==> config.mk <==
export PLATFORM = sky130hd
export DESIGN_NAME = map_to_odom_pose_correction_top
export DESIGN_NICKNAME = d
export VERILOG_FILES = /design/src/sv/mtoc_pkg.sv /design/src/sv/mtoc_ctrl.sv /design/src/sv/mtoc_dpath.sv /design/src/sv/map_to_odom_pose_correction_top.sv
export SDC_FILE = /design/constraint.sdc
export NUM_CORES = 2
export LEC_CHECK = 0
export BUFFER_PORTS_ARGS = -buffer_cell sky130_fd_sc_hd__buf_2
export CAP_MARGIN = 20
export CORE_MARGIN = 8
export CORE_UTILIZATION = 58
export DETAILED_ROUTE_END_ITERATION = 7
export PLACE_DENSITY = 0.9
export SLEW_MARGIN = 40
export SYNTH_ARGS = -nofsm -noshare
export SYNTH_HDL_FRONTEND = slang
export SYNTH_SLANG_ARGS = --single-unit
==> constraint.sdc <==
create_clock -name i_clk -period 12.1 [get_ports i_clk]
set_input_delay 0.605 -clock i_clk [delete_from_list [all_inputs] [get_ports i_clk]]
set_output_delay 0.605 -clock i_clk [all_outputs]
set_load 0.1 [all_outputs]
==> src/sv/mtoc_pkg.sv <==
// Package for the map-to-odometry pose correction block.
// Holds sizing constants, codes, the CORDIC arctangent table and the
// command and status types shared by the controller and the datapath.
`default_nettype none

package mtoc_pkg;

    localparam int CORDIC_STEPS = 16;
    localparam int FRAC_BITS    = 16;

    localparam int CNT_W = 5;
    localparam int CS_W  = FRAC_BITS + 3;
    localparam int RS_SH = 30 - FRAC_BITS;
    localparam int CR_W  = 36;
    localparam int CZ_W  = 34;
    localparam int P_W   = CS_W + 32;
    localparam int ACC_W = P_W + 2;

    localparam logic [CNT_W-1:0] STEP_LAST = CNT_W'(CORDIC_STEPS - 1);
    localparam logic [CNT_W-1:0] MAC_LAST  = CNT_W'(3);

    typedef enum logic [1:0] {
        KIND_MAP  = 2'd0,
        KIND_ODO  = 2'd1,
        KIND_TICK = 2'd2
    } t_kind;

    typedef enum logic [1:0] {
        PH_MAP  = 2'd0,
        PH_INV  = 2'd1,
        PH_CMP  = 2'd2,
        PH_HALF = 2'd3
    } t_phase;

    typedef enum logic [1:0] {
        CFG_OFFSET_X   = 2'd0,
        CFG_OFFSET_Y   = 2'd1,
        CFG_OFFSET_YAW = 2'd2,
        CFG_TOLERANCE  = 2'd3
    } t_cfg_idx;

    typedef struct packed {
        logic             capture;
        logic             qmul;
        logic             vinit;
        logic             vstep;
        logic             vstore;
        logic             rinit;
        logic             rstep;
        logic             rdone;
        logic             mac;
        logic             mdone;
        logic             finish;
        t_phase           ph;
        logic [CNT_W-1:0] cnt;
    } t_cmd;

    typedef struct packed {
        logic map_seen;
        logic odo_seen;
        logic out_free;
    } t_sts;

    function automatic logic [31:0] atan_val(input logic [CNT_W-1:0] idx);
        logic [31:0] v;
        case (idx)
            5'd0:  v = 32'd536870912;
            5'd1:  v = 32'd316933406;
            5'd2:  v = 32'd167458907;
            5'd3:  v = 32'd85004756;
            5'd4:  v = 32'd42667331;
            5'd5:  v = 32'd21354465;
            5'd6:  v = 32'd10679838;
            5'd7:  v = 32'd5340245;
            5'd8:  v = 32'd2670163;
            5'd9:  v = 32'd1335087;
            5'd10: v = 32'd667544;
            5'd11: v = 32'd333772;
            5'd12: v = 32'd166886;
            5'd13: v = 32'd83443;
            5'd14: v = 32'd41722;
            5'd15: v = 32'd20861;
            5'd16: v = 32'd10430;
            5'd17: v = 32'd5215;
            5'd18: v = 32'd2608;
            5'd19: v = 32'd1304;
            5'd20: v = 32'd652;
            5'd21: v = 32'd326;
            5'd22: v = 32'd163;
            5'd23: v = 32'd81;
            default: v = 32'd0;
        endcase
        return v;
    endfunction

endpackage

`default_nettype wire

==> src/sv/mtoc_ctrl.sv <==
// Controller state machine for the pose correction block.
// Sequences the multiply, CORDIC and accumulate steps; uses mtoc_pkg.
`default_nettype none

module mtoc_ctrl
    import mtoc_pkg::*;
(
    input  wire logic       i_clk,
    input  wire logic       i_rst_n,
    input  wire logic       i_valid,
    input  wire logic [1:0] i_kind,
    output logic            o_ready,
    input  wire t_sts       i_sts,
    output t_cmd            o_cmd
);

    typedef enum logic [10:0] {
        S_IDLE   = 11'b000_0000_0001,
        S_QMUL   = 11'b000_0000_0010,
        S_VINIT  = 11'b000_0000_0100,
        S_VEC    = 11'b000_0000_1000,
        S_VSTORE = 11'b000_0001_0000,
        S_RINIT  = 11'b000_0010_0000,
        S_ROT    = 11'b000_0100_0000,
        S_RDONE  = 11'b000_1000_0000,
        S_MAC    = 11'b001_0000_0000,
        S_MDONE  = 11'b010_0000_0000,
        S_OUT    = 11'b100_0000_0000
    } t_state;

    t_state           r_state, n_state;
    logic [CNT_W-1:0] r_cnt, n_cnt;
    t_phase           r_ph, n_ph;

    always_comb begin
        n_state = r_state;
        n_cnt   = r_cnt;
        n_ph    = r_ph;
        o_cmd   = '0;
        o_cmd.ph  = r_ph;
        o_cmd.cnt = r_cnt;
        unique case (r_state)
            S_IDLE: begin
                o_cmd.capture = i_valid;
                if (i_valid) begin
                    n_cnt = '0;
                    n_ph  = PH_MAP;
                    if (i_kind == KIND_MAP || i_kind == KIND_ODO) begin
                        n_state = S_QMUL;
                    end else if (i_kind == KIND_TICK && i_sts.map_seen && i_sts.odo_seen) begin
                        n_state = S_RINIT;
                    end
                end
            end
            S_QMUL: begin
                o_cmd.qmul = 1'b1;
                if (r_cnt == MAC_LAST) begin
                    n_cnt   = '0;
                    n_state = S_VINIT;
                end else begin
                    n_cnt = r_cnt + CNT_W'(1);
                end
            end
            S_VINIT: begin
                o_cmd.vinit = 1'b1;
                n_state     = S_VEC;
            end
            S_VEC: begin
                o_cmd.vstep = 1'b1;
                if (r_cnt == STEP_LAST) begin
                    n_cnt   = '0;
                    n_state = S_VSTORE;
                end else begin
                    n_cnt = r_cnt + CNT_W'(1);
                end
            end
            S_VSTORE: begin
                o_cmd.vstore = 1'b1;
                n_state      = S_IDLE;
            end
            S_RINIT: begin
                o_cmd.rinit = 1'b1;
                n_cnt       = '0;
                n_state     = S_ROT;
            end
            S_ROT: begin
                o_cmd.rstep = 1'b1;
                if (r_cnt == STEP_LAST) begin
                    n_cnt   = '0;
                    n_state = S_RDONE;
                end else begin
                    n_cnt = r_cnt + CNT_W'(1);
                end
            end
            S_RDONE: begin
                o_cmd.rdone = 1'b1;
                n_cnt       = '0;
                if (r_ph == PH_HALF) begin
                    n_state = S_OUT;
                end else begin
                    n_state = S_MAC;
                end
            end
            S_MAC: begin
                o_cmd.mac = 1'b1;
                if (r_cnt == MAC_LAST) begin
                    n_cnt   = '0;
                    n_state = S_MDONE;
                end else begin
                    n_cnt = r_cnt + CNT_W'(1);
                end
            end
            S_MDONE: begin
                o_cmd.mdone = 1'b1;
                n_ph        = t_phase'(2'(r_ph + 2'd1));
                n_state     = S_RINIT;
            end
            S_OUT: begin
                if (i_sts.out_free) begin
                    o_cmd.finish = 1'b1;
                    n_state      = S_IDLE;
                end
            end
            default: begin
                n_state = S_IDLE;
            end
        endcase
    end

    assign o_ready = (r_state == S_IDLE);

    always_ff @(posedge i_clk) begin
        if (!i_rst_n) begin
            r_state <= S_IDLE;
            r_cnt   <= '0;
            r_ph    <= PH_MAP;
        end else begin
            r_state <= n_state;
            r_cnt   <= n_cnt;
            r_ph    <= n_ph;
        end
    end

    a_finish_free: assert property (@(posedge i_clk) disable iff (!i_rst_n)
        o_cmd.finish |-> i_sts.out_free)
        else $error("Result loaded while the output register was occupied.");

    a_tick_start: assert property (@(posedge i_clk) disable iff (!i_rst_n)
        (i_valid && o_ready && i_kind == KIND_TICK && i_sts.map_seen && i_sts.odo_seen)
        |=> (r_state == S_RINIT && r_ph == PH_MAP))
        else $error("Tick with both poses did not start the composition.");

    a_pose_start: assert property (@(posedge i_clk) disable iff (!i_rst_n)
        (i_valid && o_ready && (i_kind == KIND_MAP || i_kind == KIND_ODO))
        |=> (r_state == S_QMUL && r_cnt == '0))
        else $error("Pose update did not start the quaternion products.");

    a_half_out: assert property (@(posedge i_clk) disable iff (!i_rst_n)
        (r_state == S_RDONE && r_ph == PH_HALF) |=> (r_state == S_OUT))
        else $error("Half-angle rotation did not lead to the output state.");

endmodule

`default_nettype wire

==> src/sv/mtoc_dpath.sv <==
// Datapath for the pose correction block: pose and configuration registers,
// one shared CORDIC unit, one multiplier with accumulators, output register.
// Depends on mtoc_pkg.
`default_nettype none

module mtoc_dpath
    import mtoc_pkg::*;
(
    input  wire logic               i_clk,
    input  wire logic               i_rst_n,
    input  wire t_cmd               i_cmd,
    output t_sts                    o_sts,
    input  wire logic [1:0]         i_kind,
    input  wire logic signed [31:0] i_pos_x,
    input  wire logic signed [31:0] i_pos_y,
    input  wire logic signed [15:0] i_quat_x,
    input  wire logic signed [15:0] i_quat_y,
    input  wire logic signed [15:0] i_quat_z,
    input  wire logic signed [15:0] i_quat_w,
    input  wire logic [30:0]        i_time_sec,
    input  wire logic [29:0]        i_time_nsec,
    input  wire logic               i_cfg_valid,
    input  wire logic [1:0]         i_cfg_index,
    input  wire logic [31:0]        i_cfg_data,
    input  wire logic               i_ready,
    output logic                    o_valid,
    output logic signed [31:0]      o_trans_x,
    output logic signed [31:0]      o_trans_y,
    output logic signed [15:0]      o_rot_z,
    output logic signed [15:0]      o_rot_w,
    output logic [30:0]             o_out_sec,
    output logic [29:0]             o_out_nsec
);

    localparam logic signed [CR_W-1:0]  GAIN_Q30 = CR_W'(652032874);
    localparam logic signed [CR_W-1:0]  C_HALF   = CR_W'(1) <<< (RS_SH - 1);
    localparam logic signed [CR_W-1:0]  H_HALF   = CR_W'(32768);
    localparam logic signed [19:0]      Q14_POS  = 20'sd16384;
    localparam logic signed [19:0]      Q14_NEG  = -20'sd16384;
    localparam logic signed [ACC_W-1:0] M_HALF   = ACC_W'(1) <<< (FRAC_BITS - 1);
    localparam logic [29:0]             TOL_MAX  = 30'd999999999;
    localparam logic [31:0]             NS_ONE   = 32'd1000000000;
    localparam logic [31:0]             NS_TWO   = 32'd2000000000;
    localparam logic [30:0]             SEC_MAX  = 31'h7fffffff;

    logic signed [31:0] r_off_x, r_off_y;
    logic signed [15:0] r_off_yaw;
    logic [29:0]        r_tol;
    logic               r_map_seen, r_odo_seen, r_ovalid;

    logic               r_in_odo;
    logic signed [31:0] r_in_x, r_in_y;
    logic signed [15:0] r_qx, r_qy, r_qz, r_qw;
    logic [30:0]        r_in_sec;
    logic [29:0]        r_in_nsec;

    logic signed [31:0] r_map_x, r_map_y, r_odo_x, r_odo_y;
    logic [15:0]        r_map_yaw, r_odo_yaw;
    logic [30:0]        r_map_sec;
    logic [29:0]        r_map_nsec;

    logic signed [CR_W-1:0]  r_cx, r_cy;
    logic signed [CZ_W-1:0]  r_cz;
    logic                    r_flip, r_vzero;
    logic signed [CS_W-1:0]  r_c, r_s;
    logic signed [15:0]      r_rz, r_rw;
    logic signed [ACC_W-1:0] r_acc1, r_acc2;
    logic signed [31:0]      r_mbx, r_mby, r_ix, r_iy, r_tx, r_ty;

    logic signed [31:0] r_o_tx, r_o_ty;
    logic signed [15:0] r_o_rz, r_o_rw;
    logic [30:0]        r_o_sec;
    logic [29:0]        r_o_nsec;

    logic [15:0]             mb_yaw, out_yaw;
    logic signed [16:0]      half_t;
    logic [31:0]             ang, ang_f, ang_r;
    logic signed [CS_W-1:0]  mul_a;
    logic signed [31:0]      mul_b, vec_a, vec_b, base_x, base_y;
    logic signed [P_W-1:0]   prod;
    logic signed [ACC_W-1:0] prod_e;
    logic signed [CR_W-1:0]  dx, dy, vx, vy, xf, yf, c_sum, s_sum, c_rnd, s_rnd;
    logic signed [CR_W-1:0]  hz_sum, hw_sum, hz_rnd, hw_rnd;
    logic signed [CZ_W-1:0]  at;
    logic                    sig_pos, inv_neg;
    logic [31:0]             zr;
    logic signed [ACC_W-1:0] m1_sum, m2_sum, m1_rnd, m2_rnd;
    logic signed [31:0]      res1, res2;
    logic signed [19:0]      hz20, hw20;
    logic signed [15:0]      hz_c, hw_c;
    logic [29:0]             tol;
    logic [31:0]             ns_sum, ns_out;
    logic [1:0]              carry;
    logic [31:0]             sec_sum;
    logic [30:0]             sec_out;

    assign mb_yaw  = r_map_yaw + r_off_yaw;
    assign out_yaw = mb_yaw - r_odo_yaw;
    assign half_t  = (out_yaw == 16'h8000) ? 17'sd32768 : 17'(signed'(out_yaw));

    always_comb begin
        case (i_cmd.ph)
            PH_MAP:  ang = {r_map_yaw, 16'd0};
            PH_INV:  ang = {r_odo_yaw, 16'd0};
            PH_CMP:  ang = {mb_yaw, 16'd0};
            default: ang = {half_t[16:0], 15'd0};
        endcase
        ang_f = ang + 32'h4000_0000;
        ang_r = ang_f[31] ? (ang + 32'h8000_0000) : ang;
    end

    always_comb begin
        case (i_cmd.ph)
            PH_MAP: begin
                vec_a  = r_off_x;
                vec_b  = r_off_y;
                base_x = r_map_x;
                base_y = r_map_y;
            end
            PH_INV: begin
                vec_a  = r_odo_x;
                vec_b  = r_odo_y;
                base_x = '0;
                base_y = '0;
            end
            default: begin
                vec_a  = r_ix;
                vec_b  = r_iy;
                base_x = r_mbx;
                base_y = r_mby;
            end
        endcase
    end

    always_comb begin
        if (i_cmd.qmul) begin
            case (i_cmd.cnt[1:0])
                2'd0: begin
                    mul_a = CS_W'(r_qw);
                    mul_b = 32'(r_qz);
                end
                2'd1: begin
                    mul_a = CS_W'(r_qx);
                    mul_b = 32'(r_qy);
                end
                2'd2: begin
                    mul_a = CS_W'(r_qy);
                    mul_b = 32'(r_qy);
                end
                default: begin
                    mul_a = CS_W'(r_qz);
                    mul_b = 32'(r_qz);
                end
            endcase
        end else begin
            mul_a = (i_cmd.cnt[0] ^ i_cmd.cnt[1]) ? r_s : r_c;
            mul_b = i_cmd.cnt[0] ? vec_b : vec_a;
        end
        prod    = mul_a * mul_b;
        prod_e  = {{(ACC_W - P_W){prod[P_W-1]}}, prod};
        inv_neg = i_cmd.mac && (i_cmd.ph == PH_INV);
    end

    always_comb begin
        vy = {r_acc1[CR_W-2:0], 1'b0};
        vx = (CR_W'(1) <<< 28) - {r_acc2[CR_W-2:0], 1'b0};
        dx = r_cy >>> i_cmd.cnt;
        dy = r_cx >>> i_cmd.cnt;
        at = {2'b00, atan_val(i_cmd.cnt)};
        sig_pos = i_cmd.vstep ? !(r_cy > 0) : !r_cz[CZ_W-1];
        zr = r_cz[31:0] + 32'h0000_8000;
    end

    always_comb begin
        xf     = r_flip ? -r_cx : r_cx;
        yf     = r_flip ? -r_cy : r_cy;
        c_sum  = xf + C_HALF;
        s_sum  = yf + C_HALF;
        c_rnd  = c_sum >>> RS_SH;
        s_rnd  = s_sum >>> RS_SH;
        hz_sum = yf + H_HALF;
        hw_sum = xf + H_HALF;
        hz_rnd = hz_sum >>> 16;
        hw_rnd = hw_sum >>> 16;
        hz20   = hz_rnd[19:0];
        hw20   = hw_rnd[19:0];
        hz_c   = (hz20 > Q14_POS) ? 16'sd16384 :
                 (hz20 < Q14_NEG) ? -16'sd16384 : hz20[15:0];
        hw_c   = (hw20 > Q14_POS) ? 16'sd16384 :
                 (hw20 < Q14_NEG) ? -16'sd16384 : hw20[15:0];
    end

    always_comb begin
        m1_sum = r_acc1 + M_HALF;
        m2_sum = r_acc2 + M_HALF;
        m1_rnd = m1_sum >>> FRAC_BITS;
        m2_rnd = m2_sum >>> FRAC_BITS;
        res1   = base_x + m1_rnd[31:0];
        res2   = base_y + m2_rnd[31:0];
    end

    always_comb begin
        tol    = (r_tol > TOL_MAX) ? TOL_MAX : r_tol;
        ns_sum = {2'b00, r_map_nsec} + {2'b00, tol};
        if (ns_sum >= NS_TWO) begin
            ns_out = ns_sum - NS_TWO;
            carry  = 2'd2;
        end else if (ns_sum >= NS_ONE) begin
            ns_out = ns_sum - NS_ONE;
            carry  = 2'd1;
        end else begin
            ns_out = ns_sum;
            carry  = 2'd0;
        end
        sec_sum = {1'b0, r_map_sec} + {30'd0, carry};
        sec_out = (sec_sum > {1'b0, SEC_MAX}) ? SEC_MAX : sec_sum[30:0];
    end

    always_ff @(posedge i_clk) begin
        if (!i_rst_n) begin
            r_off_x    <= 32'sd17302;
            r_off_y    <= 32'sd1114;
            r_off_yaw  <= 16'sh8000;
            r_tol      <= 30'd20000000;
            r_map_seen <= 1'b0;
            r_odo_seen <= 1'b0;
            r_ovalid   <= 1'b0;
        end else begin
            if (i_cfg_valid) begin
                unique case (t_cfg_idx'(i_cfg_index))
                    CFG_OFFSET_X:   r_off_x   <= i_cfg_data;
                    CFG_OFFSET_Y:   r_off_y   <= i_cfg_data;
                    CFG_OFFSET_YAW: r_off_yaw <= i_cfg_data[15:0];
                    CFG_TOLERANCE:  r_tol     <= i_cfg_data[29:0];
                    default:        r_tol     <= r_tol;
                endcase
            end
            if (i_cmd.vstore) begin
                if (r_in_odo) begin
                    r_odo_seen <= 1'b1;
                end else begin
                    r_map_seen <= 1'b1;
                end
            end
            if (i_cmd.finish) begin
                r_ovalid <= 1'b1;
            end else if (i_ready) begin
                r_ovalid <= 1'b0;
            end
        end
    end

    always_ff @(posedge i_clk) begin
        if (i_cmd.capture) begin
            r_in_odo  <= (i_kind == KIND_ODO);
            r_in_x    <= i_pos_x;
            r_in_y    <= i_pos_y;
            r_qx      <= i_quat_x;
            r_qy      <= i_quat_y;
            r_qz      <= i_quat_z;
            r_qw      <= i_quat_w;
            r_in_sec  <= i_time_sec;
            r_in_nsec <= i_time_nsec;
        end
        if (i_cmd.qmul || i_cmd.mac) begin
            case (i_cmd.cnt[1:0])
                2'd0:    r_acc1 <= inv_neg ? -prod_e : prod_e;
                2'd1:    r_acc1 <= i_cmd.qmul ? (r_acc1 + prod_e) : (r_acc1 - prod_e);
                2'd2:    r_acc2 <= prod_e;
                default: r_acc2 <= inv_neg ? (r_acc2 - prod_e) : (r_acc2 + prod_e);
            endcase
        end
        if (i_cmd.vinit) begin
            r_vzero <= (vx == '0) && (vy == '0);
            if (vx < 0) begin
                r_cx <= -vx;
                r_cy <= -vy;
                r_cz <= CZ_W'(33'h0_8000_0000);
            end else begin
                r_cx <= vx;
                r_cy <= vy;
                r_cz <= '0;
            end
        end
        if (i_cmd.rinit) begin
            r_flip <= ang_f[31];
            r_cx   <= GAIN_Q30;
            r_cy   <= '0;
            r_cz   <= CZ_W'(signed'(ang_r));
        end
        if (i_cmd.vstep || i_cmd.rstep) begin
            if (sig_pos) begin
                r_cx <= r_cx - dx;
                r_cy <= r_cy + dy;
                r_cz <= r_cz - at;
            end else begin
                r_cx <= r_cx + dx;
                r_cy <= r_cy - dy;
                r_cz <= r_cz + at;
            end
        end
        if (i_cmd.vstore) begin
            if (r_in_odo) begin
                r_odo_x   <= r_in_x;
                r_odo_y   <= r_in_y;
                r_odo_yaw <= r_vzero ? 16'd0 : zr[31:16];
            end else begin
                r_map_x    <= r_in_x;
                r_map_y    <= r_in_y;
                r_map_yaw  <= r_vzero ? 16'd0 : zr[31:16];
                r_map_sec  <= r_in_sec;
                r_map_nsec <= r_in_nsec;
            end
        end
        if (i_cmd.rdone) begin
            if (i_cmd.ph == PH_HALF) begin
                r_rz <= hz_c;
                r_rw <= hw_c;
            end else begin
                r_c <= c_rnd[CS_W-1:0];
                r_s <= s_rnd[CS_W-1:0];
            end
        end
        if (i_cmd.mdone) begin
            case (i_cmd.ph)
                PH_MAP: begin
                    r_mbx <= res1;
                    r_mby <= res2;
                end
                PH_INV: begin
                    r_ix <= res1;
                    r_iy <= res2;
                end
                default: begin
                    r_tx <= res1;
                    r_ty <= res2;
                end
            endcase
        end
        if (i_cmd.finish) begin
            r_o_tx   <= r_tx;
            r_o_ty   <= r_ty;
            r_o_rz   <= r_rz;
            r_o_rw   <= r_rw;
            r_o_sec  <= sec_out;
            r_o_nsec <= ns_out[29:0];
        end
    end

    assign o_sts.map_seen = r_map_seen;
    assign o_sts.odo_seen = r_odo_seen;
    assign o_sts.out_free = !r_ovalid || i_ready;

    assign o_valid    = r_ovalid;
    assign o_trans_x  = r_o_tx;
    assign o_trans_y  = r_o_ty;
    assign o_rot_z    = r_o_rz;
    assign o_rot_w    = r_o_rw;
    assign o_out_sec  = r_o_sec;
    assign o_out_nsec = r_o_nsec;

endmodule

`default_nettype wire

==> src/sv/map_to_odom_pose_correction_top.sv <==
// Top level of the map-to-odometry pose correction block.
// Joins the controller (mtoc_ctrl) and the datapath (mtoc_dpath); uses mtoc_pkg.
//
// The block keeps the latest map pose and odometry pose as x, y and yaw and, on
// a publish tick once both are known, emits the map-to-odom translation, a
// half-angle quaternion and the map stamp plus the tolerance. Items are handled
// one at a time: a pose update runs four quaternion products on the shared
// multiplier, then 16 CORDIC vectoring steps, and a tick runs four 16-step CORDIC
// rotations and twelve products, all on the one CORDIC unit and the one
// multiplier. A tick that causes no result and an unknown kind are accepted
// without leaving the idle state. A finished result waits in the output register while the next
// transaction is taken. Configuration writes are taken in any cycle.
`default_nettype none

module map_to_odom_pose_correction_top
    import mtoc_pkg::*;
(
    input  wire logic               i_clk,
    input  wire logic               i_rst_n,
    input  wire logic               i_valid,
    output logic                    o_ready,
    input  wire logic [1:0]         i_kind,
    input  wire logic signed [31:0] i_pos_x,
    input  wire logic signed [31:0] i_pos_y,
    input  wire logic signed [15:0] i_quat_x,
    input  wire logic signed [15:0] i_quat_y,
    input  wire logic signed [15:0] i_quat_z,
    input  wire logic signed [15:0] i_quat_w,
    input  wire logic [30:0]        i_time_sec,
    input  wire logic [29:0]        i_time_nsec,
    input  wire logic               i_cfg_valid,
    output logic                    o_cfg_ready,
    input  wire logic [1:0]         i_cfg_index,
    input  wire logic [31:0]        i_cfg_data,
    output logic                    o_valid,
    input  wire logic               i_ready,
    output logic signed [31:0]      o_trans_x,
    output logic signed [31:0]      o_trans_y,
    output logic signed [15:0]      o_rot_z,
    output logic signed [15:0]      o_rot_w,
    output logic [30:0]             o_out_sec,
    output logic [29:0]             o_out_nsec
);

    t_cmd cmd;
    t_sts sts;

    assign o_cfg_ready = 1'b1;

    mtoc_ctrl u_ctrl (
        .i_clk   (i_clk),
        .i_rst_n (i_rst_n),
        .i_valid (i_valid),
        .i_kind  (i_kind),
        .o_ready (o_ready),
        .i_sts   (sts),
        .o_cmd   (cmd)
    );

    mtoc_dpath u_dpath (
        .i_clk       (i_clk),
        .i_rst_n     (i_rst_n),
        .i_cmd       (cmd),
        .o_sts       (sts),
        .i_kind      (i_kind),
        .i_pos_x     (i_pos_x),
        .i_pos_y     (i_pos_y),
        .i_quat_x    (i_quat_x),
        .i_quat_y    (i_quat_y),
        .i_quat_z    (i_quat_z),
        .i_quat_w    (i_quat_w),
        .i_time_sec  (i_time_sec),
        .i_time_nsec (i_time_nsec),
        .i_cfg_valid (i_cfg_valid),
        .i_cfg_index (i_cfg_index),
        .i_cfg_data  (i_cfg_data),
        .i_ready     (i_ready),
        .o_valid     (o_valid),
        .o_trans_x   (o_trans_x),
        .o_trans_y   (o_trans_y),
        .o_rot_z     (o_rot_z),
        .o_rot_w     (o_rot_w),
        .o_out_sec   (o_out_sec),
        .o_out_nsec  (o_out_nsec)
    );

endmodule

`default_nettype wire

==> results.yml <==
worst_setup_path:
  crit_fanout: 5
  cp_common_cell: "buf_4"
  worst_setup_path_start_kind: "flip-flop"
  end_kind: "flip-flop"
  cp_data_arrival_time_ns: 12.41
  cp.required_ns: 12.65
  critPathBufInv: 15
  cp_top_family: "adder cells"
  crit_slowest_cell: "fa_1"
  path_class: "reg -> reg"
  critPathMaxStageDelay_ns: 0.56
floorplanning:
  io_pins: 390
  num_rows: 149
  initial_core_util_pct: 58.3
  fp.dieW_microns: 423
  dieArea_sq_um: 179000
  die_h_microns: 423
  core_sq_um: 165000
routing:
  wirelength_microns: 348000
  drt_pass1_iterations: 8
  avgViaCountPerCell: 6.52
  drc_errors: 4
  vias: 85800
  dr.first_iter.drc_count: 12400
  wl_per_cell_microns: 26.4
  antenna_left: 0
placed_design:
  globalplace.congestion: 1.06
  pre_cts_ws_ns: -0.0259
  placed_cells: 12700
  io_buffers: 388
  dp_hpwl_microns: 261000
synthesis:
  synth.distinct_cells: 104
  yosys.area.top_type: "edfxtp_1"
  syn_area_sq_um: 96000
  yosysWarningCount: 0
  ys_seq_area_share_pct: 35.7
  ys_ff_latch: 1195
  synthCells: 9910
  postSynthAreaPerCell_sq_um: 9.69
  yosys.area.top_type_share_pct: 32.3
  synthTopCellsByArea: "edfxtp_1 (32%), fa_1 (12%), ha_1 (6.4%)"
  synth_edf_count: 1034
  synth_top_flop_cell: "edfxtp_1"
  async_reset_ff_share_pct: 0
  synth_fp_nets: 11200
layout:
  fillers: 11900
  nets: 12200
  syn_to_final_growth_pct: 15.8
  final_util_pct: 67.6
  layout-drive-gt1-share_pct: 15.1
  fin_cells: 13200
clocking:
  cts_tree: "yes"
  cts.sinks: 1195
  cts_buffer_depth: 3
  clk_pin_slew_ns: 0.07
  cts_root_buffer: "clkbuf_16"
  numCtsBuffers: 117
  clk_latency_ns: 0.82
  htree_levels: 3
run:
  maxCapViolations: 0
timing:
  fin_crit_ns: 11.87
  slew_headroom_pct: 40.9
  post-route-period-util_pct: 98.1
  drv_slew: 0
  setup_ws_ns: 0.234
  fmax_mhz: 84.3
  hold_violations: 0
  tightest_slew_ns: 0.879
  rsz0062_at_grt: "yes"
  fin_skew_ns: 0.0536
  finalSetupViolCount: 0
global_routing:
  use_met3_pct: 8.67
  gr-usage-all-layers_pct: 37.4
  grt_overflow_total: 0
  grt_pass1_wl_microns: 517000
  grtUsageMet1_pct: 46.8
  grt_use_met2_pct: 58.6
  grt_pass1_vias: 84400
  antenna_found_initial: 17
  grt_max_degree: 151
  top_usage_layer: "met2"
min_path:
  hold_class: "in -> reg"
status:
  violations: "design-rule violations"
  status: "complete, but fails checks"
-- worst reg2reg max path: cells and delay by family, from the launching register on --
family	cells	cell delay [ns]
fa+ha+maj	10	4.52
xor+xnor	1	0.17
compound gates	11	2.79
flops	1	0.35
buf+inv	15	1.90
mux	1	0.46
simple gates	8	1.45
-- metal layers --
metal | part of all wire (%) | up-vias
li1 | - | 36700
met4 | 8.4 | 6
met5 | 0.011 | -
met2 | 44 | 6445
met1 | 35 | 41100
met3 | 12 | 1521
-- timing repair --
item                                   CTS  global route
gates resized for setup                  4            76
setup endpoints to repair                4            17
setup buffers                            0             4
gates cloned                             0             1
hold buffers                           166             3
pin swaps                                0            11
endpoints found under the hold margin  166             3
-- worst paths after layout --
| check | start | cells past startpoint | end | slack, ns |
|---|---|---|---|---|
| setup / recovery | u_ctrl.r_cnt[1]$_SDFFE_PN0P_ | 46 | u_dpath.r_acc2[46]$_DFFE_PP_ | 0.23 |
| hold reg to reg | u_dpath.r_tx[11]$_DFFE_PP_ | 0 | u_dpath.o_trans_x[11]$_DFFE_PP_ | 0.40 |
| setup reg to reg | u_ctrl.r_cnt[1]$_SDFFE_PN0P_ | 46 | u_dpath.r_acc2[46]$_DFFE_PP_ | 0.23 |
| hold / removal | i_time_nsec[4] | 1 | u_dpath.r_in_nsec[4]$_DFFE_PP_ | 0.02 |
-- area by class of cell --
type                            instances  area [sq um]  share of cell area, %
Sequential cell                      1195         34300                   30.8
Timing Repair Buffer                 1290          9470                   8.51
Clock buffer                          147          3160                   2.84
Clock inverter                         75          1010                  0.909
Antenna cell                           19          47.5                 0.0427
Multi-Input combinational cell       7463         57600                   51.8
Tap cell                             2189          2740                   2.46
Inverter                              784          2950                   2.65
-- logic make-up (layout without fill, tap and decap cells) --
logic type,Yosys count,after routing,synth area share [%]
compound gates,2125,2125,14.3
buf+inv,1252,2296,4.93
flops,1195,1195,35.7
fa+ha+maj,1071,1071,18.5
other cells,1,20,0.00391
mux,234,234,3.79
xor+xnor,851,851,7.76
simple gates,3181,3181,15.0
-- synth_stat cells (22+ instances only) --
master	count
a211oi_1	72
a21boi_0	110
a21o_1	135
a21oi_1	486
a22o_1	40
a22oi_1	60
a31oi_1	96
and2_1	85
and3_1	86
buf_1	45
clkbuf_1	405
dfxtp_1	161
edfxtp_1	1034
fa_1	578
ha_1	492
inv_1	777
mux2_2	42
mux2i_1	92
mux4_2	99
nand2_1	1336
nand2b_1	92
nand3_1	183
nand4_1	56
nor2_1	788
nor2b_1	91
nor3_1	151
nor4_1	40
o211ai_1	45
o21a_1	86
o21ai_0	510
o21ai_1	23
o21bai_1	49
o22ai_1	60
o31a_1	22
o31ai_1	64
o41ai_1	23
or2_2	56
or3_1	87
or4_1	32
xnor2_1	497
xor2_1	354
-- per-stage QoR --
stage	hold WS [ns]	instance area [sq um]	TNS (ns)
after floorplan	0.400	96100	0
after global placement	0.401	105000	0
after detailed placement	0.405	105000	-0.0413
after CTS	0.0000322	111000	0
after global routing	0.0100	111000	-0.391
final	0.0176	111000	0
-- state kept, by name, summed over array words and instances, names as in the netlist, 34 cells and up --
| signal | count |
|---|---|
| u_dpath.r_cx | 36 |
| u_dpath.r_cy | 36 |
| u_dpath.r_cz | 34 |
| u_dpath.r_acc1 | 48 |
| u_dpath.r_acc2 | 48 |
-- layout by cell type (no fill, tap or decap), types with 56 or more instances in the layout --
cell type	netlist	final
nand2_1	1336	1332
edfxtp_1	1034	1034
nor2_1	788	779
inv_1	777	775
buf_4	1	699
fa_1	578	578
o21ai_0	510	500
xnor2_1	497	495
ha_1	492	486
a21oi_1	486	479
buf_2	15	388
xor2_1	354	353
nand3_1	183	181
dlygate4sd3_1	0	169
dfxtp_1	161	157
nor3_1	151	146
a21o_1	135	135
clkbuf_16	0	119
a21boi_0	110	110
mux4_2	99	99
nand2b_1	92	92
mux2i_1	92	92
nor2b_1	91	91
a31oi_1	96	90
or3_1	87	86
o21a_1	86	85
and3_1	86	84
and2_1	85	81
a211oi_1	72	68
o31ai_1	64	60
o22ai_1	60	60
a22oi_1	60	59
nand4_1	56	56
or2_2	56	56
Power is not shown: default switching activity piles up to over one toggle a cycle in this logic, so the estimate is an artifact.
